===== config.mk =====
export PLATFORM = sky130hd
export DESIGN_NAME = tjm_cordic
export DESIGN_NICKNAME = d
export VERILOG_FILES = /design/src/tjm_pkg.sv /design/src/tjm_cordic.sv
export SDC_FILE = /design/constraint.sdc
export NUM_CORES = 2
export LEC_CHECK = 0
export CAP_MARGIN = 20
export CORE_MARGIN = 2
export CORE_UTILIZATION = 50
export CTS_CLUSTER_DIAMETER = 100
export DETAILED_ROUTE_END_ITERATION = 16
export DONT_BUFFER_PORTS = 1
export HOLD_SLACK_MARGIN = 0.02
export PLACE_DENSITY = 0.68
export SETUP_SLACK_MARGIN = 0.15
export SKIP_CTS_REPAIR_TIMING = 1
export SLEW_MARGIN = 20
export SYNTH_ARGS = -nofsm -noshare
export SYNTH_HDL_FRONTEND = slang
export SYNTH_SLANG_ARGS = --single-unit

===== constraint.sdc =====
create_clock -name clk -period 4.65 [get_ports clk]
set_input_delay 0 -clock clk [delete_from_list [all_inputs] [get_ports clk]]
set_output_delay 0 -clock clk [all_outputs]
set_load 0.02 [all_outputs]

===== src/tjm_pkg.sv =====
// Package for the tilt-to-joystick mapper: widths, constants, register
// indexes, CORDIC angle table and the per-axis mapping functions.
// No dependencies.
package tjm_pkg;

  localparam int CORDIC_STAGES_DEF = 16;
  localparam int ANGLE_TABLE_LEN   = 24;

  localparam int ACC_W   = 16;          // sensor sample width
  localparam int SQ_W    = 32;          // sum of two squares
  localparam int SQ_IN_W = SQ_W + 8;    // sum scaled by 256 before the root
  localparam int SQRT_W  = SQ_IN_W / 2; // root width
  localparam int CW      = 24;          // CORDIC x/y width
  localparam int ZW      = 25;          // CORDIC angle accumulator width
  localparam int NW      = 21;          // slope numerator width
  localparam int RW      = 17;          // Q8.8 angle width
  localparam int CODE_W  = 12;

  localparam logic [CODE_W-1:0] MID_CODE = 12'd2048;
  localparam logic [CODE_W-1:0] MAX_CODE = 12'd4095;

  localparam logic [6:0] ROLL_D_LO  = 7'd50;
  localparam logic [6:0] ROLL_D_HI  = 7'd90;
  localparam logic [6:0] PITCH_D_LO = 7'd50;
  localparam logic [6:0] PITCH_D_HI = 7'd85;

  // ceil(2^32 / D): exact quotient for numerators below 2^19
  localparam logic [26:0] RECIP_50 = 27'(((64'd1 << 32) + 64'd49) / 64'd50);
  localparam logic [26:0] RECIP_90 = 27'(((64'd1 << 32) + 64'd89) / 64'd90);
  localparam logic [26:0] RECIP_85 = 27'(((64'd1 << 32) + 64'd84) / 64'd85);

  typedef enum logic [1:0] {
    REG_ROLL_LO,
    REG_ROLL_HI,
    REG_PITCH_LO,
    REG_PITCH_HI
  } cfg_idx_t;

  typedef struct packed {
    logic [7:0] roll_lo;
    logic [6:0] roll_hi;
    logic [7:0] pitch_lo;
    logic [6:0] pitch_hi;
  } cfg_t;

  // sideband that rides along with each sample
  typedef struct packed {
    logic valid;
    logic hover;
    logic zero_roll;
    logic zero_pitch;
  } side_t;

  typedef struct packed {
    logic signed [ACC_W-1:0] num_roll;
    logic signed [ACC_W-1:0] num_pitch;
  } num_t;

  typedef struct packed {
    logic                 mid;
    logic                 lo;
    logic signed [NW-1:0] n;
    logic signed [NW-1:0] d;
  } front_t;

  // round(atan(2^-i) * 180/3.14 * 65536)
  function automatic logic signed [ZW-1:0] atan_unit(input int i);
    logic signed [ZW-1:0] v;
    case (i)
      0:  v = 25'sd2950616;
      1:  v = 25'sd1741850;
      2:  v = 25'sd920346;
      3:  v = 25'sd467182;
      4:  v = 25'sd234498;
      5:  v = 25'sd117363;
      6:  v = 25'sd58696;
      7:  v = 25'sd29350;
      8:  v = 25'sd14675;
      9:  v = 25'sd7338;
      10: v = 25'sd3669;
      11: v = 25'sd1834;
      12: v = 25'sd917;
      13: v = 25'sd459;
      14: v = 25'sd229;
      15: v = 25'sd115;
      16: v = 25'sd57;
      17: v = 25'sd29;
      18: v = 25'sd14;
      19: v = 25'sd7;
      20: v = 25'sd4;
      21: v = 25'sd2;
      22: v = 25'sd1;
      default: v = 25'sd0;
    endcase
    return v;
  endfunction

  // Round angle to Q8.8, place it against the dead zone, form the numerator.
  function automatic front_t axis_front(input logic signed [ZW-1:0] z,
                                        input logic [7:0] lo,
                                        input logic [6:0] hi,
                                        input logic [6:0] d_lo,
                                        input logic [6:0] d_hi,
                                        input logic neg);
    logic signed [ZW-1:0] zr;
    logic signed [RW-1:0] r;
    logic signed [RW:0]   r18;
    logic signed [RW:0]   lo256;
    logic signed [RW:0]   hi256;
    logic signed [NW-1:0] r21;
    logic signed [NW-1:0] p8;
    front_t f;
    zr      = z + ZW'(128);
    r       = RW'(zr >>> 8);
    r18     = $signed({r[RW-1], r});
    lo256   = $signed({{2{lo[7]}}, lo, 8'd0});
    hi256   = $signed({3'd0, hi, 8'd0});
    f.lo    = r18 < lo256;
    f.mid   = !f.lo && (r18 <= hi256);
    f.d     = f.lo ? $signed({14'd0, d_lo}) : $signed({14'd0, d_hi});
    r21     = $signed({{(NW-RW){r[RW-1]}}, r});
    p8      = r21 <<< 3;
    f.n     = (f.d <<< 11) + (neg ? -p8 : p8);
    return f;
  endfunction

  // Truncated n/D clamped to the code range, or the mid code inside the dead zone.
  function automatic logic [CODE_W-1:0] axis_code(input front_t f,
                                                  input logic [26:0] m_lo,
                                                  input logic [26:0] m_hi);
    logic [26:0]          m;
    logic [45:0]          p;
    logic signed [NW-1:0] lim;
    logic [CODE_W-1:0]    c;
    m   = f.lo ? m_lo : m_hi;
    lim = f.d <<< 12;
    p   = 46'(f.n[18:0]) * 46'(m);
    if (f.mid) begin
      c = MID_CODE;
    end else if (f.n <= 0) begin
      c = '0;
    end else if (f.n >= lim) begin
      c = MAX_CODE;
    end else begin
      c = p[43:32];
    end
    return c;
  endfunction

endpackage


===== src/tjm_cordic.sv =====
// Unrolled vectoring CORDIC, one micro-rotation per register stage.
// Depends on tjm_pkg for widths and the angle table.
module tjm_cordic #(
  parameter int STAGES = tjm_pkg::CORDIC_STAGES_DEF
) (
  input  logic                             clk,
  input  logic                             en,
  input  logic [tjm_pkg::SQRT_W-1:0]       a_i,
  input  logic signed [tjm_pkg::CW-1:0]    b_i,
  output logic signed [tjm_pkg::ZW-1:0]    z_o
);
  localparam int CW = tjm_pkg::CW;
  localparam int ZW = tjm_pkg::ZW;

  logic signed [CW-1:0] a_r [STAGES];
  logic signed [CW-1:0] b_r [STAGES];
  logic signed [ZW-1:0] z_r [STAGES];

  for (genvar k = 0; k < STAGES; k++) begin : g_stage
    logic signed [CW-1:0] a_in;
    logic signed [CW-1:0] b_in;
    logic signed [ZW-1:0] z_in;
    logic signed [CW-1:0] da;
    logic signed [CW-1:0] db;

    if (k == 0) begin : g_first
      assign a_in = $signed(CW'(a_i));
      assign b_in = b_i;
      assign z_in = '0;
    end else begin : g_next
      assign a_in = a_r[k-1];
      assign b_in = b_r[k-1];
      assign z_in = z_r[k-1];
    end

    assign da = b_in >>> k;
    assign db = a_in >>> k;

    always_ff @(posedge clk) begin
      if (en) begin
        if (b_in >= 0) begin
          a_r[k] <= a_in + da;
          b_r[k] <= b_in - db;
          z_r[k] <= z_in + tjm_pkg::atan_unit(k);
        end else begin
          a_r[k] <= a_in - da;
          b_r[k] <= b_in + db;
          z_r[k] <= z_in - tjm_pkg::atan_unit(k);
        end
      end
    end
  end

  assign z_o = z_r[STAGES-1];
endmodule


* Word-level counts from Yosys, hierarchy flattened *
Memories as Yosys holds them, arrays and structs flattened.
Cells that the tools add are included.

storage, ports and cells
  flip-flop bits (word level) = 0
  bits in writable memories = 1,168
  bits of input ports = 46
  output and inout port bits = 25
  memories = 3

operators by class
  add/sub/neg operators = 93
  order comparisons = 16
  muxes and demuxes = 144
  bitwise gates (word level) = 48

memory list
  memory  words  bits a word  rd ports  clocked after memory_dff  write ports  RTL line          RTL
  z_r     16     25           16        0                         16           tjm_cordic.sv:17  logic signed [ZW-1:0] z_r [STAGES];
  a_r     16     24           15        0                         16           tjm_cordic.sv:15  logic signed [CW-1:0] a_r [STAGES];
  b_r     16     24           15        0                         16           tjm_cordic.sv:16  logic signed [CW-1:0] b_r [STAGES];

operators with widths
  cell                                                                    count
  24-bit 2-to-1 mux                                                       32
  25-bit 2-to-1 mux                                                       16
  24-bit by 1-bit >= comparator with 1-bit output, second input constant  16
  1-bit 2-to-1 mux                                                        96
  24-bit by 21-bit adder with 24-bit output                               3
  24-bit by 21-bit subtractor with 24-bit output                          3
  24-bit by 10-bit adder with 24-bit output                               2
  24-bit by 11-bit adder with 24-bit output                               2
  24-bit by 12-bit adder with 24-bit output                               2
  24-bit by 13-bit adder with 24-bit output                               2
  24-bit by 14-bit adder with 24-bit output                               2
  24-bit by 15-bit adder with 24-bit output                               2
  24-bit by 16-bit adder with 24-bit output                               2
  24-bit by 17-bit adder with 24-bit output                               2
  24-bit by 18-bit adder with 24-bit output                               2
  24-bit by 19-bit adder with 24-bit output                               2
  24-bit by 20-bit adder with 24-bit output                               2
  24-bit by 22-bit adder with 24-bit output                               2
  24-bit by 23-bit adder with 24-bit output                               2
  24-bit by 9-bit adder with 24-bit output                                2
  1-bit bitwise OR                                                        48
  24-bit by 10-bit subtractor with 24-bit output                          2
  24-bit by 11-bit subtractor with 24-bit output                          2
  24-bit by 12-bit subtractor with 24-bit output                          2
  other kinds (42)                                                        53

* Longest topological paths before layout *
An unclocked memory read counts as a cell.

  depth after elaboration = 6
  mapped depth = 20

* Least setup slack after synthesis *
OpenSTA, ideal clock, no wires.

  path type = register to register
  from = mem b_r[1][23], in the netlist b_r[0][47]
  to = mem b_r[2][22], in the netlist b_r[0][70], data pin
  data arrival time = 4.412 ns
  required time = 4.392 ns
  setup slack = -0.020 ns
  cell stages (with the launch flop) = 18
  path buffers = 4
  clock period less this slack = 4.670 ns
  cells stage by stage = edfxtp_1 and2_1 clkbuf_1 inv_2 clkbuf_1 clkbuf_1 buf_1 o21ai_0 fa_1 a21o_1 a21oi_1 o211ai_1 a32o_1 o221a_2 o41ai_1 o2111ai_1 a21oi_1 xnor2_1

RTL lines
  what         RTL line
  from (decl)  tjm_cordic.sv:16

==> impl_metrics.py <==
metrics = {
    "timing": {
        "setup_tns_ps": 0,
        "fin_crit_ps": 4330,
        "finalSetupViolCount": 0,
        "tightest_slew_ps": 893,
        "hold_ws_ps": -53.6,
        "final-hold-violation-count": 2,
        "finClkSkew_ps": 59.9,
        "grt_setup_unrepaired": "true",
        "drv_slew": 0,
        "fin_crit_sh_pct": 93.0,
        "slew_headroom_pct": 40.3,
        "fmax_mhz": 231,
    },
    "clocking": {
        "clk_pin_slew_ps": 60,
        "root_buffer": "clkbuf_16",
        "clock_path_buffers": 3,
        "numCtsBuffers": 116,
        "clk_latency_ps": 770,
        "cts_tree": "done",
        "cts_max_level": 3,
        "cts.sinks": 1015,
    },
    "worst_setup_path": {
        "critPathMostFrequentCell": "a21o_1",
        "crit_buf_inv": 1,
        "crit_type": "register to register",
        "crit_arrival_ps": 4840,
        "crit_slowest_cell": "or4_1",
        "slowest_delay_ps": 590,
        "crit_path_max_fanout": 7,
        "worst_setup_path_start_kind": "register",
        "path_delay_family": "compound AO/OA/AOI/OAI gates",
        "worstPathCellList": "inv_1, ha_1, nand4bb_1, or4_1, o41ai_1, ha_1, a21o_1, a21o_1, a31o_2, a21oi_1, a311oi_1, o31a_1, a21o_1, a21oi_1, xnor2_1",
        "required_ps": 5170,
        "critPathCaptureType": "register",
    },
    "status": {
        "failed_checks": "negative hold slack",
        "outcome": "finished, violations left",
    },
    "floorplan": {
        "initial_core_util_pct": 50.4,
        "num_rows": 151,
        "ios": 71,
        "die_x_um": 417,
        "die_h_um": 417,
        "die_area_um2": 174000,
        "core_area_um2": 169000,
    },
    "layout": {
        "drive_gt1_share_pct": 5.10,
        "layout_common_cells": "1015 x edfxtp_1, 898 x xnor2_1, 809 x ha_1, 798 x a21oi_1, 711 x nor2_1",
        "stdcell_area_um2": 93200,
        "mostFrequentLayoutCell": "edfxtp_1",
        "nNetsFinal": 10000,
        "nFillCells": 14956,
        "fin_util_pct": 55.0,
        "multi_input_area_um2": 52500,
        "layout.area.seq_um2": 30500,
        "synthToLayoutAreaGrowth_pct": 9.14,
    },
    "synth": {
        "synth_async_sr_flop_share_pct": 0,
        "syn_area_per_cell_um2": 9.40,
        "synth-seq-cells": 1015,
        "yosys_most_used_dff": "edfxtp_1",
        "syn_area_um2": 85400,
        "syn_nets": 9969,
        "synth_warnings": 0,
        "synth_seq_area_share_pct": 35.7,
        "synth_cell_type_count": 110,
        "synth_cells": 9085,
        "synth_edf_count": 1015,
    },
    "routing": {
        "routedWlPerCell_um": 18.8,
        "ant_nets": 0,
        "routed_wl_um": 215000,
        "vias_per_cell": 5.98,
        "dr_wl_met2_um": 104000,
        "route.detailed.drc": 0,
        "wl_met3_um": 10100,
        "drtIter0Drc": 5472,
        "vias": 68381,
        "drtPass1Iterations": 6,
        "drt-met1-wl_um": 95600,
        "top_layer": "met4",
    },
    "run": {
        "maxCapViolCount": 0,
    },
    "global_route": {
        "overflow": 0,
        "track_usage_pct": 23.5,
        "antenna_found_initial": 3,
        "grt_pass1_wl_um": 339000,
        "grt_max_degree": 1062,
        "grt_pass1_vias": 64242,
    },
    "placement": {
        "dpl_cell_area_um2": 87700,
        "numPortBuffers": 0,
        "place_congestion": 0.915,
        "post-dp-hpwl_um": 161000,
    },
    "worst_hold_path": {
        "min-delay-path-class": "primary input to register",
    },
}
[sequential cells by signal, indices dropped and copies added (netlist names)]
name / flops
a_r: 322
b_r: 336
z_r: 357
[synthesized netlist by cell type (all sizes together) (60+ instances only)]
master,instances,area [um^2]
o21ai,544,2730
mux2i,97,971
ha,809,10100
a21o,255,1910
nor4,91,582
nor2,713,2680
a31oi,97,613
inv,390,1460
nor3,268,1340
nand2,591,2220
buf,74,335
xnor2,898,7870
or3,90,568
a21oi,804,4040
nand3,169,846
o21bai,91,691
clkbuf,220,827
nand2b,134,838
o21a,108,811
nor2b,79,494
edfxtp,1015,30500
and3,104,651
a211oi,92,701
o31ai,123,928
xor2,417,3660
nand4,60,375
[worst register-to-register path: stages (launching register included)]
cell	delay, ps
edfxtp_1	450
inv_1	90
ha_1	190
nand4bb_1	180
or4_1	590
o41ai_1	370
ha_1	380
a21o_1	210
a21o_1	180
a31o_2	220
a21oi_1	260
a311oi_1	170
o31a_1	350
a21o_1	190
a21oi_1	170
xnor2_1	80
[metal layers]
metal / vias to the layer above / GRT usage (%)
li1: 33674 / -
met1: 32627 / 31.4
met2: 1748 / 40.4
met3: 332 / 2.49
met4: 0 / 6.52
met5: - / 0
[through the flow]
step                      instances  hold slack [ps]  worst slack [ps]
after floorplan                9085              195               151
after global placement        11109              179               101
after detailed placement      11109              162               126
after CTS                     11326             -683              85.0
after global routing          11433             21.0               107
final                         11435            -53.6               324
[cells by family after synthesis]
logic type,share of synthesized area [%]
adder cells (fa/ha/maj),12.7
other,0.00439
flip-flops,35.7
AO/OA/AOI/OAI,19.2
buffers and inverters,3.08
multiplexers,1.35
XOR/XNOR,13.5
AND/OR/NAND/NOR,14.5
[worst paths after layout]
| path | startpoint | end | slack, ps | cells after the start |
|---|---|---|---|---|
| setup / recovery | b_r[1][84] | a_r[1][119] | 320 | 15 |
| hold / removal | b_i[1] | b_r[0][3] | -50 | 5 |
| setup reg to reg | b_r[1][84] | a_r[1][119] | 320 | 15 |
| hold reg to reg | z_r[0][126] | z_r[0][151] | 440 | 0 |
[cell type report]
type | instances | share of cell area, %
multi-input cells | 7385 | 56.3
flip-flops and latches | 1015 | 32.7
clock buffers | 138 | 3.23
well taps | 2218 | 2.98
repair buffers | 207 | 2.21
inverters | 391 | 1.58
clock inverters | 79 | 0.971
diodes | 2 | 0.00537
Power is not shown: default switching activity piles up to over one toggle a cycle in this logic, so the estimate is an artifact.
