**src/tjm_pkg.sv**
```systemverilog
// Package for the tilt-to-joystick mapper: widths, constants, register
// indexes, CORDIC angle table and the per-axis mapping functions.
// No dependencies.
package tjm_pkg;

  localparam int CORDIC_STAGES_DEF = 16;
  localparam int ANGLE_TABLE_LEN   = 24;

  localparam int ACC_W   = 16;          // sensor sample width
  localparam int SQ_W    = 32;          // sum of two squares
  localparam int SQ_IN_W = SQ_W + 8;    // sum scaled by 256 before the root
  localparam int SQRT_W  = SQ_IN_W / 2; // root width
  localparam int CW      = 24;          // CORDIC x/y width
  localparam int ZW      = 25;          // CORDIC angle accumulator width
  localparam int NW      = 21;          // slope numerator width
  localparam int RW      = 17;          // Q8.8 angle width
  localparam int CODE_W  = 12;

  localparam logic [CODE_W-1:0] MID_CODE = 12'd2048;
  localparam logic [CODE_W-1:0] MAX_CODE = 12'd4095;

  localparam logic [6:0] ROLL_D_LO  = 7'd50;
  localparam logic [6:0] ROLL_D_HI  = 7'd90;
  localparam logic [6:0] PITCH_D_LO = 7'd50;
  localparam logic [6:0] PITCH_D_HI = 7'd85;

  // ceil(2^32 / D): exact quotient for numerators below 2^19
  localparam logic [26:0] RECIP_50 = 27'(((64'd1 << 32) + 64'd49) / 64'd50);
  localparam logic [26:0] RECIP_90 = 27'(((64'd1 << 32) + 64'd89) / 64'd90);
  localparam logic [26:0] RECIP_85 = 27'(((64'd1 << 32) + 64'd84) / 64'd85);

  typedef enum logic [1:0] {
    REG_ROLL_LO,
    REG_ROLL_HI,
    REG_PITCH_LO,
    REG_PITCH_HI
  } cfg_idx_t;

  typedef struct packed {
    logic [7:0] roll_lo;
    logic [6:0] roll_hi;
    logic [7:0] pitch_lo;
    logic [6:0] pitch_hi;
  } cfg_t;

  // sideband that rides along with each sample
  typedef struct packed {
    logic valid;
    logic hover;
    logic zero_roll;
    logic zero_pitch;
  } side_t;

  typedef struct packed {
    logic signed [ACC_W-1:0] num_roll;
    logic signed [ACC_W-1:0] num_pitch;
  } num_t;

  typedef struct packed {
    logic                 mid;
    logic                 lo;
    logic signed [NW-1:0] n;
    logic signed [NW-1:0] d;
  } front_t;

  // round(atan(2^-i) * 180/3.14 * 65536)
  function automatic logic signed [ZW-1:0] atan_unit(input int i);
    logic signed [ZW-1:0] v;
    case (i)
      0:  v = 25'sd2950616;
      1:  v = 25'sd1741850;
      2:  v = 25'sd920346;
      3:  v = 25'sd467182;
      4:  v = 25'sd234498;
      5:  v = 25'sd117363;
      6:  v = 25'sd58696;
      7:  v = 25'sd29350;
      8:  v = 25'sd14675;
      9:  v = 25'sd7338;
      10: v = 25'sd3669;
      11: v = 25'sd1834;
      12: v = 25'sd917;
      13: v = 25'sd459;
      14: v = 25'sd229;
      15: v = 25'sd115;
      16: v = 25'sd57;
      17: v = 25'sd29;
      18: v = 25'sd14;
      19: v = 25'sd7;
      20: v = 25'sd4;
      21: v = 25'sd2;
      22: v = 25'sd1;
      default: v = 25'sd0;
    endcase
    return v;
  endfunction

  // Round angle to Q8.8, place it against the dead zone, form the numerator.
  function automatic front_t axis_front(input logic signed [ZW-1:0] z,
                                        input logic [7:0] lo,
                                        input logic [6:0] hi,
                                        input logic [6:0] d_lo,
                                        input logic [6:0] d_hi,
                                        input logic neg);
    logic signed [ZW-1:0] zr;
    logic signed [RW-1:0] r;
    logic signed [RW:0]   r18;
    logic signed [RW:0]   lo256;
    logic signed [RW:0]   hi256;
    logic signed [NW-1:0] r21;
    logic signed [NW-1:0] p8;
    front_t f;
    zr      = z + ZW'(128);
    r       = RW'(zr >>> 8);
    r18     = $signed({r[RW-1], r});
    lo256   = $signed({{2{lo[7]}}, lo, 8'd0});
    hi256   = $signed({3'd0, hi, 8'd0});
    f.lo    = r18 < lo256;
    f.mid   = !f.lo && (r18 <= hi256);
    f.d     = f.lo ? $signed({14'd0, d_lo}) : $signed({14'd0, d_hi});
    r21     = $signed({{(NW-RW){r[RW-1]}}, r});
    p8      = r21 <<< 3;
    f.n     = (f.d <<< 11) + (neg ? -p8 : p8);
    return f;
  endfunction

  // Truncated n/D clamped to the code range, or the mid code inside the dead zone.
  function automatic logic [CODE_W-1:0] axis_code(input front_t f,
                                                  input logic [26:0] m_lo,
                                                  input logic [26:0] m_hi);
    logic [26:0]          m;
    logic [45:0]          p;
    logic signed [NW-1:0] lim;
    logic [CODE_W-1:0]    c;
    m   = f.lo ? m_lo : m_hi;
    lim = f.d <<< 12;
    p   = 46'(f.n[18:0]) * 46'(m);
    if (f.mid) begin
      c = MID_CODE;
    end else if (f.n <= 0) begin
      c = '0;
    end else if (f.n >= lim) begin
      c = MAX_CODE;
    end else begin
      c = p[43:32];
    end
    return c;
  endfunction

endpackage

```
**src/tjm_map.sv**
```systemverilog
// Dead-zone mapping of roll and pitch to DAC codes, two register stages:
// compare and numerator, then reciprocal multiply and clamp.
// Depends on tjm_pkg.
module tjm_map (
  input  logic                           clk,
  input  logic                           en,
  input  tjm_pkg::cfg_t                  cfg,
  input  logic signed [tjm_pkg::ZW-1:0]  z_roll_i,
  input  logic signed [tjm_pkg::ZW-1:0]  z_pitch_i,
  output logic [tjm_pkg::CODE_W-1:0]     roll_code_o,
  output logic [tjm_pkg::CODE_W-1:0]     pitch_code_o
);
  tjm_pkg::front_t              roll_f_r;
  tjm_pkg::front_t              pitch_f_r;
  logic [tjm_pkg::CODE_W-1:0]   roll_code_r;
  logic [tjm_pkg::CODE_W-1:0]   pitch_code_r;

  always_ff @(posedge clk) begin
    if (en) begin
      // roll slopes fall with angle, pitch slopes rise
      roll_f_r     <= tjm_pkg::axis_front(z_roll_i, cfg.roll_lo, cfg.roll_hi,
                                          tjm_pkg::ROLL_D_LO, tjm_pkg::ROLL_D_HI, 1'b1);
      pitch_f_r    <= tjm_pkg::axis_front(z_pitch_i, cfg.pitch_lo, cfg.pitch_hi,
                                          tjm_pkg::PITCH_D_LO, tjm_pkg::PITCH_D_HI, 1'b0);
      roll_code_r  <= tjm_pkg::axis_code(roll_f_r, tjm_pkg::RECIP_50, tjm_pkg::RECIP_90);
      pitch_code_r <= tjm_pkg::axis_code(pitch_f_r, tjm_pkg::RECIP_50, tjm_pkg::RECIP_85);
    end
  end

  assign roll_code_o  = roll_code_r;
  assign pitch_code_o = pitch_code_r;
endmodule

```
**config.mk**
```make
export PLATFORM = sky130hd
export DESIGN_NAME = tjm_map
export DESIGN_NICKNAME = d
export VERILOG_FILES = /design/src/tjm_pkg.sv /design/src/tjm_map.sv
export SDC_FILE = /design/constraint.sdc
export NUM_CORES = 1
export LEC_CHECK = 0
export ABC_AREA = 0
export ABC_CLOCK_PERIOD_IN_PS = 9400
export BUFFER_PORTS_ARGS = -buffer_cell sky130_fd_sc_hd__buf_4
export CAP_MARGIN = 5
export CORE_MARGIN = 2
export CORE_UTILIZATION = 35
export DETAILED_ROUTE_END_ITERATION = 10
export GPL_ROUTABILITY_DRIVEN = 0
export PLACE_DENSITY = 0.48
export SYNTH_ARGS = -nofsm -noshare
export SYNTH_HDL_FRONTEND = slang
export SYNTH_SLANG_ARGS = --single-unit
```
**constraint.sdc**
```tcl
create_clock -name clk -period 9.4 [get_ports clk]
set_input_delay 0.94 -clock clk [delete_from_list [all_inputs] [get_ports clk]]
set_output_delay 0.94 -clock clk [all_outputs]
set_load 0.02 [all_outputs]
```
---- Word-level counts from Yosys, hierarchy flattened ----
Index checks and enable logic that the tools add are counted.
storage, ports and cells
  flip-flop bits (word level) ............. 84
  output and inout port bits .............. 24
cells by class
  add/subtract/negate cells ............... 5
  multipliers ............................. 2
  order comparisons ....................... 8
  muxes and demuxes ....................... 8
  reductions and logical operators ........ 6
operator list
  operator                                                         number
  multiplier 19 x 27 -> 44 bit                                     2
  2-to-1 mux 27 bit                                                2
  adder 25 x 9 -> 25 bit, second input constant                    2
  2-to-1 mux 12 bit                                                4
  greater-or-equal comparator 21 x 20 -> 1 bit                     2
  less-or-equal comparator 21 x 1 -> 1 bit, second input constant  2
  less-or-equal comparator 17 x 16 -> 1 bit                        2
  < comparator 17 x 16 -> 1 bit                                    2
  adder 19 x 20 -> 21 bit                                          1
  adder 19 x 21 -> 21 bit                                          1
  negation 20 -> 21 bit                                            1
  2-to-1 mux 7 bit                                                 2
  OR reduction 2 bit                                               2
  logical AND 1 bit                                                2
  logical NOT 1 bit                                                2

---- Logic depth before layout (Yosys ltp) ----
  depth in word-level cells ............... 4
  gate-level depth with buffers ........... 26
  depth with buffers taken out ............ 24

---- Worst setup path after synthesis ----
Ideal clock, no wire load.
  path kind ............................... reg2reg
  from .................................... register roll_f_r[5] (netlist name)
  to ...................................... register roll_code_r, in the netlist roll_code_o[11], data pin
  arrival time ............................ 6,535 ps
  required time ........................... 9,144 ps
  slack ................................... 2,610 ps
  cell stages (with the launch flop) ...... 25
  buffers on the path ..................... 2
  path through ............................ edfxtp_1 -> clkbuf_1 -> inv_1 -> clkbuf_1 -> nor2_1 -> fa_1 -> fa_1 -> inv_1 -> fa_1 -> inv_1 -> fa_1 -> fa_1 -> inv_1 -> fa_1 -> inv_1 -> ha_1 -> and3_1 -> a221o_1 -> a21oi_2 -> nor2b_1 -> nor4_4 -> o31ai_2 -> a311oi_2 -> o21ai_0 -> a31o_2
on the way
  word-level cells in the longest chain between the ends .. 3
RTL lines
  item                                          RTL line        source
  from (decl)                                   tjm_map.sv:13   tjm_pkg::front_t roll_f_r;
  from (signal assigned)                        tjm_map.sv:21   roll_f_r <= tjm_pkg::axis_front(z_roll_i, cfg.roll_lo, cfg.roll_hi,
  greater-or-equal comparator 21 x 20 -> 1 bit  tjm_pkg.sv:142  end else if (f.n >= lim) begin
  2-to-1 mux 12 bit                             tjm_pkg.sv:142
  2-to-1 mux 12 bit                             tjm_pkg.sv:140  end else if (f.n <= 0) begin
  to (signal assigned)                          tjm_map.sv:25   roll_code_r <= tjm_pkg::axis_code(roll_f_r, tjm_pkg::RECIP_50, tjm_pkg::RECIP_90);
  to (decl)                                     tjm_map.sv:15   logic [tjm_pkg::CODE_W-1:0] roll_code_r;
Every way passes these cells.
A chain may end at the register's enable or synchronous reset.

---- Final worst setup path ----
  from .................................... register pitch_f_r[5] (netlist name)
  to ...................................... register pitch_code_r, in the netlist pitch_code_o[11], data pin
on the way
  word-level cells in the longest chain between the ends .. 3
RTL lines
  item                                          RTL line        source
  from (decl)                                   tjm_map.sv:14   tjm_pkg::front_t pitch_f_r;
  from (signal assigned)                        tjm_map.sv:23   pitch_f_r <= tjm_pkg::axis_front(z_pitch_i, cfg.pitch_lo, cfg.pitch_hi,
  greater-or-equal comparator 21 x 20 -> 1 bit  tjm_pkg.sv:142
  2-to-1 mux 12 bit                             tjm_pkg.sv:142
  2-to-1 mux 12 bit                             tjm_pkg.sv:140
  to (signal assigned)                          tjm_map.sv:26   pitch_code_r <= tjm_pkg::axis_code(pitch_f_r, tjm_pkg::RECIP_50, tjm_pkg::RECIP_85);
  to (decl)                                     tjm_map.sv:16   logic [tjm_pkg::CODE_W-1:0] pitch_code_r;
Every way passes these cells.

==> results_dict.tcl <==
set metrics [dict create \
    dpl_cell_area_mm2 0.0241 \
    critPathMaxStageDelay_ps 1020 \
    critPathLaunch "pitch_f_r[5]" \
    tightest_slew_ps 1020 \
    crit_top_cell "fa_1" \
    yosys.area.top_type "fa_1" \
    syn_inst 2306 \
    die_y_um 257 \
    io_buffer_count 91 \
    synth_edf_count 66 \
    hold_buffers 0 \
    hold_class "reg2reg" \
    status "completed" \
    cts_buffers 9 \
    relSlewSlack 0.320 \
    fin_area_mm2 0.0244 \
    area_growth_pct 9.39 \
    die_area_mm2 0.0659 \
    finClkSkew_ps 16.7 \
    grt_pass1_wl_mm 92.5 \
    post-route-min-period_ps 7950 \
    synth-xor-area-share 0.0406 \
    ctsResizeCount 0 \
    cts.sinks 66 \
    initial_core_util 0.354 \
    coreArea_mm2 0.0631 \
    cts_buffer_depth 2 \
    path_class "reg2reg" \
    slowest_stage "edfxtp_1" \
    synthSimpleGateAreaFrac 0.0676 \
    grt.overflow.total 0 \
    crit_chain "buf_4 > ha_1 > xnor2_1 > ha_1 > nand2b_1 > fa_1 > fa_1 > fa_1 > fa_1 > inv_1 > fa_1 > inv_1 > ha_1 > and4_1 > and3_1 > nand4_1 > o211ai_1 > a22oi_1 > a21oi_1 > mux2i_1 > a21oi_1" \
    insertedDiodeCount 0 \
    grt_pass1_vias 17000 \
    asyncSetResetFlopFracSynth 0 \
    clock.fmax_mhz 126 \
    critPathArrivalTime_ps 8040 \
    crit_family "adder cells" \
    place_hpwl_mm 52.3 \
    synth-compound-area-share 0.0674 \
    die_width_um 257 \
    layout-drive-gt1-share 0.0573 \
    synth_top_area_frac 0.359 \
    critPathLaunchType "flop" \
    grt_max_degree 48 \
    setup_viol 0 \
    cap_violations 0 \
    ant_nets 0 \
    synth_cell_type_count 67 \
    dr.pass1.iters 5 \
    path_max_fanout 31 \
    vias 15200 \
    drtIter0Drc 596 \
    synth_mux_area_frac 0.00235 \
    ys_seq_area_frac 0.0887 \
    synth_fa_ha_area_frac 0.605 \
    grt_usage 0.182 \
    clk_pin_slew_ps 60 \
    final-max-slew-violation-count 0 \
    ios 106 \
    wl_per_cell_um 17.8 \
    tritoncts "yes" \
    syn_area_mm2 0.0223 \
    vias_per_cell 4.67 \
    htreeDepth 3 \
    timing.hold.ws_ps 706 \
    fin_nets 3326 \
    synth.area.top_cells "fa_1, ha_1, inv_1" \
    antenna_found_initial 1 \
    drt_wl_total_mm 58.1 \
    worstHoldStart "pitch_f_r[43]" \
    synth_flop_cell "edfxtp_1" \
    cts_root_buf "clkbuf_16" \
    row_count 92 \
    rr_startpoint "pitch_f_r[5]" \
    avgSynthCellArea_um2 9.69 \
    critPathRequiredTime_ps 9490 \
    synth-seq-cells 66 \
    ys_warn_count 0 \
    critical_path_buf_inv_count 3 \
    clkLatencyLatePin_ps 370 \
    cts_setup_buffers 0 \
    synth_top_family_by_area "adder cells" \
    r2r_slack_ps 1450 \
    fin_crit_sh 0.846 \
    hold_viol 0 \
    drcViolationCount 0 \
    critPathCaptureType "flop" \
    tns_ps 0 \
    rsz0062_at_grt "false" \
]
==> Yosys cell counts, types with 3 or more instances <==
master and count:
or3_1 3, a221o_1 3, inv_1 715, o2111ai_1 4, a21o_1 33, buf_1 3
a21boi_0 6, edfxtp_1 66, o21a_1 11, buf_2 3, nand4_1 12, nor2_1 58
and4_1 7, a31o_2 4, or2_2 4, and3_1 22, nand3_1 26, or4_1 4
nand2_1 95, clkbuf_1 38, a31oi_1 4, nand3b_1 4, fa_1 401, o41ai_1 3
nor4_1 8, nor2b_1 16, nand2b_1 9, nor3_1 13, a21oi_1 69, o21ai_0 47
and2_1 13, mux2i_1 3, ha_1 439, xnor2_1 69, xor2_1 32, o21bai_1 9
a211oi_1 8, o211ai_1 4
==> path summary, 6_finish.rpt <==
| kind | cells after the start | end |
|---|---|---|
| worst max register to register | 21 | pitch_code_o[11] |
| worst min register to register | 2 | pitch_code_o[11] |
| worst min-delay path | 2 | pitch_code_o[11] |
| worst max-delay path | 21 | pitch_code_o[11] |
==> area by class of cell <==
type,count,area [um^2]
fill,6497,38600
multi-input combinational,1509,17600
inverter,716,2690
sequential,66,1980
tap,846,1060
timing repair buffer,102,766
clock buffer,9,225
clock inverter,7,100
==> registers in the layout, indices dropped and copies added (netlist names) <==
signal        flops
pitch_code_o     12
roll_f_r         21
roll_code_o      12
pitch_f_r        21
==> cell families after synthesis <==
logic type                 count (synthesis)
muxes                                      5
DFF                                       66
xor gates and xnor gates                 102
other                                      2
buffers and inverters                    760
adders and majority gates                840
and+or+nand+nor                          301
AOI/OAI and AO/OA                        230
==> per-stage QoR <==
stage,setup slack [ps],instances,util
floorplan,2610,2335,-
global route,1080,3255,0.387
detailed placement,1540,3239,0.382
global placement,1520,3239,0.382
finish,1450,3255,0.387
CTS,1520,3255,0.387
==> worst min-delay path, stage by stage (launching register included) <==
cell      delay, ps
edfxtp_1        400
nor2_1           60
a21oi_1         110
==> metal layers <==
layer  global-route usage  share of wire  vias up
li1                     -              -     7316
met1                0.215           0.42     7610
met2                0.352           0.54      216
met3               0.0158          0.022       66
met4               0.0455          0.025        0
met5                    0              0        -
==> layout by cell type (no fill, tap or decap), types with 6 or more instances in the layout <==
cell,instances
a211oi_1,8
a21boi_0,6
a21o_1,33
a21oi_1,69
and2_1,13
and3_1,22
and4_1,7
buf_4,102
clkbuf_16,9
conb_1,31
edfxtp_1,66
fa_1,401
ha_1,439
inv_1,715
nand2_1,95
nand2b_1,9
nand3_1,26
nand4_1,12
nor2_1,58
nor2b_1,16
nor3_1,13
nor4_1,8
o21a_1,11
o21ai_0,47
o21bai_1,9
xnor2_1,69
xor2_1,32
Power is not shown: default switching activity piles up to over one toggle a cycle in this logic, so the estimate is an artifact.
