File: src/tjm_pkg.sv
// Package for the tilt-to-joystick mapper: widths, constants, register
// indexes, CORDIC angle table and the per-axis mapping functions.
// No dependencies.
package tjm_pkg;

  localparam int CORDIC_STAGES_DEF = 16;
  localparam int ANGLE_TABLE_LEN   = 24;

  localparam int ACC_W   = 16;          // sensor sample width
  localparam int SQ_W    = 32;          // sum of two squares
  localparam int SQ_IN_W = SQ_W + 8;    // sum scaled by 256 before the root
  localparam int SQRT_W  = SQ_IN_W / 2; // root width
  localparam int CW      = 24;          // CORDIC x/y width
  localparam int ZW      = 25;          // CORDIC angle accumulator width
  localparam int NW      = 21;          // slope numerator width
  localparam int RW      = 17;          // Q8.8 angle width
  localparam int CODE_W  = 12;

  localparam logic [CODE_W-1:0] MID_CODE = 12'd2048;
  localparam logic [CODE_W-1:0] MAX_CODE = 12'd4095;

  localparam logic [6:0] ROLL_D_LO  = 7'd50;
  localparam logic [6:0] ROLL_D_HI  = 7'd90;
  localparam logic [6:0] PITCH_D_LO = 7'd50;
  localparam logic [6:0] PITCH_D_HI = 7'd85;

  // ceil(2^32 / D): exact quotient for numerators below 2^19
  localparam logic [26:0] RECIP_50 = 27'(((64'd1 << 32) + 64'd49) / 64'd50);
  localparam logic [26:0] RECIP_90 = 27'(((64'd1 << 32) + 64'd89) / 64'd90);
  localparam logic [26:0] RECIP_85 = 27'(((64'd1 << 32) + 64'd84) / 64'd85);

  typedef enum logic [1:0] {
    REG_ROLL_LO,
    REG_ROLL_HI,
    REG_PITCH_LO,
    REG_PITCH_HI
  } cfg_idx_t;

  typedef struct packed {
    logic [7:0] roll_lo;
    logic [6:0] roll_hi;
    logic [7:0] pitch_lo;
    logic [6:0] pitch_hi;
  } cfg_t;

  // sideband that rides along with each sample
  typedef struct packed {
    logic valid;
    logic hover;
    logic zero_roll;
    logic zero_pitch;
  } side_t;

  typedef struct packed {
    logic signed [ACC_W-1:0] num_roll;
    logic signed [ACC_W-1:0] num_pitch;
  } num_t;

  typedef struct packed {
    logic                 mid;
    logic                 lo;
    logic signed [NW-1:0] n;
    logic signed [NW-1:0] d;
  } front_t;

  // round(atan(2^-i) * 180/3.14 * 65536)
  function automatic logic signed [ZW-1:0] atan_unit(input int i);
    logic signed [ZW-1:0] v;
    case (i)
      0:  v = 25'sd2950616;
      1:  v = 25'sd1741850;
      2:  v = 25'sd920346;
      3:  v = 25'sd467182;
      4:  v = 25'sd234498;
      5:  v = 25'sd117363;
      6:  v = 25'sd58696;
      7:  v = 25'sd29350;
      8:  v = 25'sd14675;
      9:  v = 25'sd7338;
      10: v = 25'sd3669;
      11: v = 25'sd1834;
      12: v = 25'sd917;
      13: v = 25'sd459;
      14: v = 25'sd229;
      15: v = 25'sd115;
      16: v = 25'sd57;
      17: v = 25'sd29;
      18: v = 25'sd14;
      19: v = 25'sd7;
      20: v = 25'sd4;
      21: v = 25'sd2;
      22: v = 25'sd1;
      default: v = 25'sd0;
    endcase
    return v;
  endfunction

  // Round angle to Q8.8, place it against the dead zone, form the numerator.
  function automatic front_t axis_front(input logic signed [ZW-1:0] z,
                                        input logic [7:0] lo,
                                        input logic [6:0] hi,
                                        input logic [6:0] d_lo,
                                        input logic [6:0] d_hi,
                                        input logic neg);
    logic signed [ZW-1:0] zr;
    logic signed [RW-1:0] r;
    logic signed [RW:0]   r18;
    logic signed [RW:0]   lo256;
    logic signed [RW:0]   hi256;
    logic signed [NW-1:0] r21;
    logic signed [NW-1:0] p8;
    front_t f;
    zr      = z + ZW'(128);
    r       = RW'(zr >>> 8);
    r18     = $signed({r[RW-1], r});
    lo256   = $signed({{2{lo[7]}}, lo, 8'd0});
    hi256   = $signed({3'd0, hi, 8'd0});
    f.lo    = r18 < lo256;
    f.mid   = !f.lo && (r18 <= hi256);
    f.d     = f.lo ? $signed({14'd0, d_lo}) : $signed({14'd0, d_hi});
    r21     = $signed({{(NW-RW){r[RW-1]}}, r});
    p8      = r21 <<< 3;
    f.n     = (f.d <<< 11) + (neg ? -p8 : p8);
    return f;
  endfunction

  // Truncated n/D clamped to the code range, or the mid code inside the dead zone.
  function automatic logic [CODE_W-1:0] axis_code(input front_t f,
                                                  input logic [26:0] m_lo,
                                                  input logic [26:0] m_hi);
    logic [26:0]          m;
    logic [45:0]          p;
    logic signed [NW-1:0] lim;
    logic [CODE_W-1:0]    c;
    m   = f.lo ? m_lo : m_hi;
    lim = f.d <<< 12;
    p   = 46'(f.n[18:0]) * 46'(m);
    if (f.mid) begin
      c = MID_CODE;
    end else if (f.n <= 0) begin
      c = '0;
    end else if (f.n >= lim) begin
      c = MAX_CODE;
    end else begin
      c = p[43:32];
    end
    return c;
  endfunction

endpackage

File: src/tjm_sqrt.sv
// Pipelined integer square root, one result bit per stage.
// Depends on tjm_pkg.
module tjm_sqrt (
  input  logic                         clk,
  input  logic                         en,
  input  logic [tjm_pkg::SQ_IN_W-1:0]  v_i,
  output logic [tjm_pkg::SQRT_W-1:0]   root_o
);
  localparam int IW = tjm_pkg::SQ_IN_W;
  localparam int OW = tjm_pkg::SQRT_W;

  logic [IW-1:0] rem_r  [OW];
  logic [OW-1:0] root_r [OW];

  for (genvar k = 0; k < OW; k++) begin : g_bit
    localparam int B = OW - 1 - k;
    logic [IW-1:0] rem_in;
    logic [OW-1:0] root_in;
    logic [IW:0]   trial;

    if (k == 0) begin : g_first
      assign rem_in  = v_i;
      assign root_in = '0;
    end else begin : g_next
      assign rem_in  = rem_r[k-1];
      assign root_in = root_r[k-1];
    end

    // (r + 2^B)^2 - r^2
    assign trial = ((IW+1)'(root_in) << (B + 1)) | ((IW+1)'(1) << (2 * B));

    always_ff @(posedge clk) begin
      if (en) begin
        if ({1'b0, rem_in} >= trial) begin
          rem_r[k]  <= rem_in - trial[IW-1:0];
          root_r[k] <= root_in | (OW'(1) << B);
        end else begin
          rem_r[k]  <= rem_in;
          root_r[k] <= root_in;
        end
      end
    end
  end

  assign root_o = root_r[OW-1];
endmodule

File: config.mk
export PLATFORM = sky130hd
export DESIGN_NAME = tjm_sqrt
export DESIGN_NICKNAME = d
export VERILOG_FILES = /design/src/tjm_pkg.sv /design/src/tjm_sqrt.sv
export SDC_FILE = /design/constraint.sdc
export NUM_CORES = 1
export LEC_CHECK = 0
export ABC_AREA = 0
export BUFFER_PORTS_ARGS = -buffer_cell sky130_fd_sc_hd__buf_2
export CORE_UTILIZATION = 51
export DETAILED_ROUTE_END_ITERATION = 7
export PLACE_DENSITY_LB_ADDON = 0.15
export SLEW_MARGIN = 10
export SYNTH_ARGS = -nofsm -noshare
export SYNTH_HDL_FRONTEND = slang
export SYNTH_SLANG_ARGS = --single-unit
File: constraint.sdc
create_clock -name clk -period 3.33 [get_ports clk]
set_input_delay 0.333 -clock clk [delete_from_list [all_inputs] [get_ports clk]]
set_output_delay 0.333 -clock clk [all_outputs]
set_load 0.02 [all_outputs]
# Yosys cells after proc, flatten, opt, wreduce, memory -nomap -nowiden
# Memories as Yosys holds them, arrays and structs flattened.
# Index checks and enable logic that the tools add are counted.
# classes
add_sub_neg,20
n_mul,0
div_mod_pow,0
order_cmp,20
n_eq_ne,0
shift,0
n_mux,160
bitwise,40
reduce_logical,0
# op_table
operator,count
40-bit 2-to-1 mux,20
20-bit 2-to-1 mux,20
1-bit 2-to-1 mux,120
40-bit by 21-bit greater-or-equal comparator with 1-bit output,1
40-bit by 22-bit greater-or-equal comparator with 1-bit output,1
40-bit by 23-bit greater-or-equal comparator with 1-bit output,1
40-bit by 24-bit greater-or-equal comparator with 1-bit output,1
40-bit by 25-bit greater-or-equal comparator with 1-bit output,1
40-bit by 26-bit greater-or-equal comparator with 1-bit output,1
40-bit by 27-bit greater-or-equal comparator with 1-bit output,1
40-bit by 28-bit greater-or-equal comparator with 1-bit output,1
40-bit by 29-bit greater-or-equal comparator with 1-bit output,1
40-bit by 30-bit greater-or-equal comparator with 1-bit output,1
40-bit by 31-bit greater-or-equal comparator with 1-bit output,1
40-bit by 32-bit greater-or-equal comparator with 1-bit output,1
40-bit by 33-bit greater-or-equal comparator with 1-bit output,1
40-bit by 34-bit greater-or-equal comparator with 1-bit output,1
40-bit by 35-bit greater-or-equal comparator with 1-bit output,1
40-bit by 36-bit greater-or-equal comparator with 1-bit output,1
40-bit by 37-bit greater-or-equal comparator with 1-bit output,1
40-bit by 38-bit greater-or-equal comparator with 1-bit output,1
40-bit by 39-bit greater-or-equal comparator with 1-bit output,1
"40-bit by 39-bit greater-or-equal comparator with 1-bit output, second input constant",1
1-bit bitwise OR,40
20 further kinds,20
# word_totals
ff_bits,0
latch_bits,0
mem_bits_rw,1200
rom_bits,0
word_cells,242
memories,2
# mem_list
name,words,width,rd,rd_ports_with_merged_regs,wr,line_no,source
rem_r,20,40,19,0,20,tjm_sqrt.sv:12,logic [IW-1:0] rem_r [OW];
root_r,20,20,20,0,20,tjm_sqrt.sv:13,logic [OW-1:0] root_r [OW];

# Longest topological paths before layout
# Gate-level depths: netlist (run 1).
# An unclocked memory read counts as a cell.
# logic_depth
depth_word,6
ltp_mapped,14

# Worst setup path after synthesis (run 1)
# No wires, ideal clock.
# synth_timing
path_type,register -> register
from,memory rem_r[10][28] (netlist name)
to,memory rem_r[11][19] (netlist name) (data pin)
arrival_ns,2.995
required_ns,3.068
setup_slack_ns,0.073
stages_incl_launch_ff,10
n_path_buf,1
synth_period_minus_slack_ns,3.257
path_cell_list,edfxtp_1 ha_1 or3_1 or4b_1 or3_1 or4_1 nor2_1 a221oi_2 buf_2 mux2_1
# synth_lines
element,line_no
"start, declared",tjm_sqrt.sv:12

==> metrics.txt, run 1 <==
commonest non-fill, non-tap cell in the layout edfxtp_1; DP HPWL 68,000 µm; routed vias/inst 5.47; Synth Instances 3,566; Max-Cap Viols 0; I/O pin count 62; Worst-path clk slew 60 ps; outcome finished, violations left; drt first pass iters 8; Peak supply drop 453 µV; largest net degree at the start of global routing about 190; Sink Count 970; Fill cells 6,938; GRT Max-Usage Layer met2; Die ar. 0.0910 mm²; grt met2 use 39.5%; final setup violating endpoints 4; Die Height approximately 300 µm; final worst slack -59.8 ps; root buffer cell clkbuf_16; gr ovfl total 0; Core Rows 109; gpl congestion 0.881; clk_lat worst skew 690 ps; synthesis-to-layout area growth 15.7%; Power Density 621 mW/mm²; IO buf count 61; H-tree Lvls 3; clock skew about 52 ps; asr flop ratio synth 0%; routed wire length 93,300 µm; M3 GR Usage 2.69%; vias post-DR 28,100; Post-Place Worst Slack -320 ps; Worst Hold Path EP rem_r[0][38]; WHS Path Cells 3; DRC Markers 5; Syn Nets 3,835; number of synthesized flops with an enable pin 970; Mapped Area between 0.04 and 0.05 mm²; Worst setup EP type register; Worst Path Required 3730 ps; average wire per standard cell about 18 µm; YS warnings 0; antenna fix cells 0; worst rel slew slack between 30% and 40%; endpoints failing hold 0; global-route wire length before repair between 100,000 and 150,000 µm; Slew Viols, Final 0; distinct cell type count after synthesis between 70 and 80; crit path max fanout 5; Die X-Extent 302 µm; CTS tree done; register area share after synthesis 63.6%; dominant synthesized flop cell edfxtp_1; critical path startpoint rem_r[14][10]; worst reg-to-reg path cell count 11; # nets final just over 4,000; flop2flop setup slack -60 ps; worst-margin pin slew 1000 ps; GR Util met1 23.1%; startpoint types register; vias in the first global route approximately 28,000; reg2reg start rem_r[14][10]; violated checks DRC, setup timing; CP Class register to register; Hold Path Origin v_i[38]; Initial Util 51.7%; Avg Cell Area, Syn 12.8 µm²; layout cell share with drive strength beyond 1 13.3%; fmax around 300 MHz; total track usage 20.7%; period utilization 102%; CTS max path bufs 3; worst path arrival time about 3800 ps; initial antenna violation count 1; RR Endpoint rem_r[15][37]; final core utilization 59.8%; core area 0.0886 mm²; commonest non-fill, non-tap cells in the layout edfxtp_1 (970), inv_1 (279), nand2_1 (262), ha_1 (222), nor2_1 (200); Hold Path Class input pin to register; Min Clock Period, post-route 3390 ps; post-route ant nets 0; synthesis-stage register bit count 970; leak pwr 20.4 nW; cts bufs inserted 100; RSZ-0062 raised after global routing true; DRT iter0 DRCs ~1,900
==> flip-flops by register name, indices dropped and copies added (netlist names) <==
register and count:
rem_r 760, root_r 210
==> per-layer routing <==
metal  wire length, µm  vias to the layer above
li1                  -                    13900
met1             36600                    13500
met2             50400                      480
met3              2850                      185
met4              3450                        0
met5                 0                        -
==> layout make-up <==
type                            instances  area [µm²]  area share, %
Clock buffer                          117        2610           4.92
Timing Repair Buffer                  297        2290           4.32
Multi-Input combinational cell       2241       15700           29.7
Clock inverter                         69         742           1.40
Sequential cell                       970       29100           55.0
Inverter                              279        1050           1.98
Tap cell                             1165        1460           2.75
==> cells in the mapped netlist (5+ instances only) <==
| cell type | instances | area share (%) |
|---|---|---|
| and3_1 | 14 | 0.19 |
| and4b_1 | 8 | 0.17 |
| inv_1 | 279 | 2.3 |
| clkbuf_1 | 67 | 0.55 |
| edfxtp_1 | 970 | 64 |
| o21ai_0 | 180 | 2.0 |
| a31oi_1 | 18 | 0.25 |
| o211ai_1 | 14 | 0.23 |
| nor2_1 | 206 | 1.7 |
| a21oi_1 | 168 | 1.8 |
| nand3_1 | 40 | 0.44 |
| o21a_1 | 41 | 0.67 |
| nor3_1 | 106 | 1.2 |
| a211o_1 | 6 | 0.11 |
| or3_1 | 30 | 0.41 |
| nand2b_1 | 45 | 0.61 |
| o21bai_1 | 14 | 0.23 |
| and2_1 | 9 | 0.12 |
| nor3b_1 | 12 | 0.20 |
| o2111ai_1 | 6 | 0.11 |
| ha_1 | 227 | 6.2 |
| nor2b_1 | 36 | 0.49 |
| nand3b_1 | 17 | 0.28 |
| mux2_2 | 18 | 0.44 |
| nand2_1 | 263 | 2.2 |
| nor4b_1 | 22 | 0.42 |
| or2_2 | 15 | 0.20 |
| nand4_1 | 52 | 0.71 |
| o31ai_1 | 22 | 0.36 |
| a211oi_1 | 20 | 0.33 |
| a2111oi_0 | 7 | 0.13 |
| nor4_1 | 94 | 1.3 |
| and4_1 | 5 | 0.096 |
| xnor2_1 | 160 | 3.1 |
| mux2i_1 | 8 | 0.17 |
| nand4b_1 | 13 | 0.25 |
| a21boi_0 | 8 | 0.13 |
| a21o_1 | 79 | 1.3 |
| xor2_1 | 156 | 3.0 |
| buf_1 | 5 | 0.041 |
| mux2_1 | 15 | 0.37 |
| or4_1 | 32 | 0.52 |
==> power by group <==
part	internal [mW]	switching (mW)
clock	6.44	4.80
sequential	15.2	0.962
combinational	2.49	2.97
==> worst max-delay path, cell delays in order (launching register included) <==
cell	delay, ps
edfxtp_1	400
ha_1	310
or4b_4	450
or4_4	440
nor4_4	230
buf_6	170
nor4_4	40
o211ai_1	130
nor2b_4	200
or3b_4	450
nor3_4	190
xor2_1	80
==> timing repair <==
action,in CTS,in global routing
gates cloned,0,2
buffers inserted,1,2
resized for setup,16,71
setup endpoints to repair,34,82
endpoints found under the hold margin,39,0
hold buffers,39,0
pin swaps,1,14
==> through the flow <==
stage / hold WS (ps) / std cells / TNS [ps] / power (mW) / area [µm²]
after floorplan: 417 / 3566 / 0 / 19.9 / 45800
after global placement: 422 / 4908 / -1570 / 21.6 / 48800
after detailed placement: 430 / 4908 / -2040 / 21.7 / 48800
after CTS: 9.05 / 5134 / -23.2 / 33.0 / 52600
after global routing: 24.4 / 5138 / -1290 / 34.4 / 53000
final: 47.0 / 5138 / -129 / 32.9 / 53000
==> kinds of logic after synthesis <==
group / Yosys count / share of synthesized area, %
simple gates: 1042 / 11.9
flops: 970 / 63.6
compound gates: 615 / 8.30
buf+inv: 355 / 2.92
xor+xnor: 316 / 6.04
fa+ha+maj: 227 / 6.20
mux: 41 / 0.986
==> worst max-delay path by stage <==
stage          slack [ps]            end  cells past startpoint
2_1_floorplan          70  rem_r[11][19]                      9
6_report              -60  rem_r[15][37]                     11
3_3_place_gp         -310  rem_r[10][35]                      9
5_1_grt              -170  rem_r[15][35]                     11
3_5_place_dp         -320  rem_r[10][39]                      9
4_1_cts               -20  rem_r[15][35]                     11
(Power assumes the default switching activity.)
==> run 2, diff against run 1 <==
BUFFER_PORTS_ARGS = unset   (was -buffer_cell sky130_fd_sc_hd__buf_2)
DONT_BUFFER_PORTS = 1   (was unset)
==> metrics.txt, run 2 (synthesis gave the netlist of run 1 again) <==
leak pwr 20.1 nW (-1.3%); clock skew 45.9 ps (-6.49 ps); gr ovfl total 0 (unchanged); Pwr Total 33.4 mW (+1.5%); flop2flop setup slack 60 ps (+120 ps); final setup violating endpoints 0 (-4); average wire per standard cell 19.6 µm (+7.9%); commonest non-fill, non-tap cell in the layout edfxtp_1; Non-Filler Instances 5,074 (-1.2%); DRT iter0 DRCs 1,897 (+1.2%); global-route wire length before repair 157,000 µm (+6.3%); outcome finished, violations left; synthesis-to-layout area growth 15.1%; antenna fix cells 0 (unchanged); root buffer cell clkbuf_16; routed wire length 99,400 µm (+6.6%); Crit-path slowest cell or4b_4; vias in the first global route 28,700 (+1.3%); CP Class register to register; Die X-Extent 302 µm (unchanged); Slew Viols, Final 0 (unchanged); Hold Path Class input pin to register; clk_lat worst skew 690 ps (about the same); Biggest register rem_r; routed vias/inst 5.60 (+2.3%); cts bufs inserted 102 (+2.0%); worst-margin pin slew 1070 ps (+71.2 ps); core area 0.0886 mm² (unchanged); Post-Place Worst Slack -120 ps (+200 ps); Power Density 633 mW/mm² (+2.0%); Die Height 302 µm (unchanged); Core Rows 109 (unchanged); Fill cells 6,978 (+0.58%); IO buf count 0 (-100%); Die ar. 0.0910 mm² (unchanged); initial antenna violation count 0 (-1); largest net degree at the start of global routing 925 (+380%); critical path's largest stage delay 450 ps (about the same); fmax 306 MHz (+3.7%); endpoints failing hold 0 (unchanged); RSZ-0062 raised after global routing true; Top cell by count, worst path nor4_4; violated checks DRC; post-route ant nets 0 (unchanged); DP HPWL 71,200 µm (+4.7%); worst rel slew slack 28.5% (-4.7 points); DRC Markers 4 (-1); max FFs per register 760 (unchanged); CTS tree done; Worst setup EP type register; Placed Cells incl. Taps 4,837 (-1.4%); Min Clock Period, post-route 3270 ps (-121 ps); Largest regs rem_r (760), root_r (210); Worst-path clk slew 60 ps (about the same); drt first pass iters 8 (unchanged); gpl congestion 0.898 (+1.9%); layout cell share with drive strength beyond 1 11.6% (-1.7 points); Max-Cap Viols 0 (unchanged); worst-path cell chain ha_1 -> or4b_4 -> or4_4 -> nor4_4 -> buf_6 -> nor4_4 -> o211ai_1 -> nor2b_2 -> or3b_4 -> nor4_4 -> xor2_1; I/O pin count 62 (unchanged); total track usage 22.0% (+1.3 points); worst path arrival time 3670 ps (-120 ps); H-tree Lvls 3 (unchanged); register area 0.0291 mm² (unchanged); Peak supply drop 506 µV (+12%); area occupied by multi-input gates 0.0156 mm² (-0.55%); CTS max path bufs 3 (unchanged); Worst Path Required 3730 ps (about the same); vias post-DR 28,400 (+1.0%); final worst slack 60.9 ps (+121 ps); Initial Util 51.7% (unchanged); crit path max fanout 5 (unchanged); Sink Count 970 (unchanged); # nets final 4,097 (-1.5%); commonest non-fill, non-tap cells in the layout edfxtp_1 (970), inv_1 (279), nand2_1 (263), ha_1 (225), nor2_1 (201); startpoint types register; period utilization 98.2% (-3.6 points)
==> run 2: cell count changes in the layout (fill, tap and decap cells not counted), moves of 5 or more <==
cell / previous run / this run
clkinvlp_4: 12 / 7
mux2_1: 7 / 15
mux2_4: 8 / 0
buf_16: 0 / 5
buf_2: 60 / 0
==> run 2: report_power, final <==
group          leakage, nW  switching, mW  internal, mW
clock network         1.65           4.82          6.73
logic                 9.17           3.07          2.50
registers             9.29           1.03          15.2
==> run 2: cell type report <==
cell class	count	area share [%]
Tap cell	1165	2.76
Timing Repair Buffer	234	3.85
Clock buffer	117	4.95
Multi-Input combinational cell	2241	29.7
Sequential cell	970	55.2
Inverter	279	1.99
Clock inverter	68	1.54
==> run 2: final timing paths <==
path | from | to | depth (start not counted)
max | rem_r[14][10] | rem_r[15][35] | 11
min reg2reg | root_r[4][59] | root_r[4][79] | 0
max reg2reg | rem_r[14][10] | rem_r[15][35] | 11
min | en | rem_r[9][34] | 2
==> run 2: what timing repair did <==
item / 4_1_cts / 5_1_grt
endpoints found under the setup margin: 34 / 169
hold endpoints to repair: 108 / 32
setup buffers: 1 / 3
hold buffers: 41 / 2
resized for setup: 19 / 55
pin swaps: 1 / 10
gates cloned: 0 / 1
==> run 2: critical path, delay by kind of cell (launching register included) <==
family	cells	cell delay, ps
AOI/OAI and AO/OA	1	110
adders and majority gates	1	310
DFF	1	390
xor gates and xnor gates	1	90
buffers and inverters	1	170
and+or+nand+nor	7	1900
==> run 2: metrics by stage <==
stage                     area (µm²)  hold WS, ps  setup TNS, ps  utilization, %
after global placement         48400          423           -543            54.6
final                          52700         57.4              0            59.5
after detailed placement       48400          425          -1120            54.6
after CTS                      52300         51.5              0            59.0
after floorplan                45800          417              0               -
after global routing           52700         43.5           -244            59.5
==> run 2: routing by layer <==
| layer | global-route usage, % | part of all wire [%] |
|---|---|---|
| met1 | 26.9 | 42 |
| met2 | 40.3 | 53 |
| met3 | 2.86 | 3.1 |
| met4 | 6.53 | 2.8 |
| met5 | 0 | 0 |
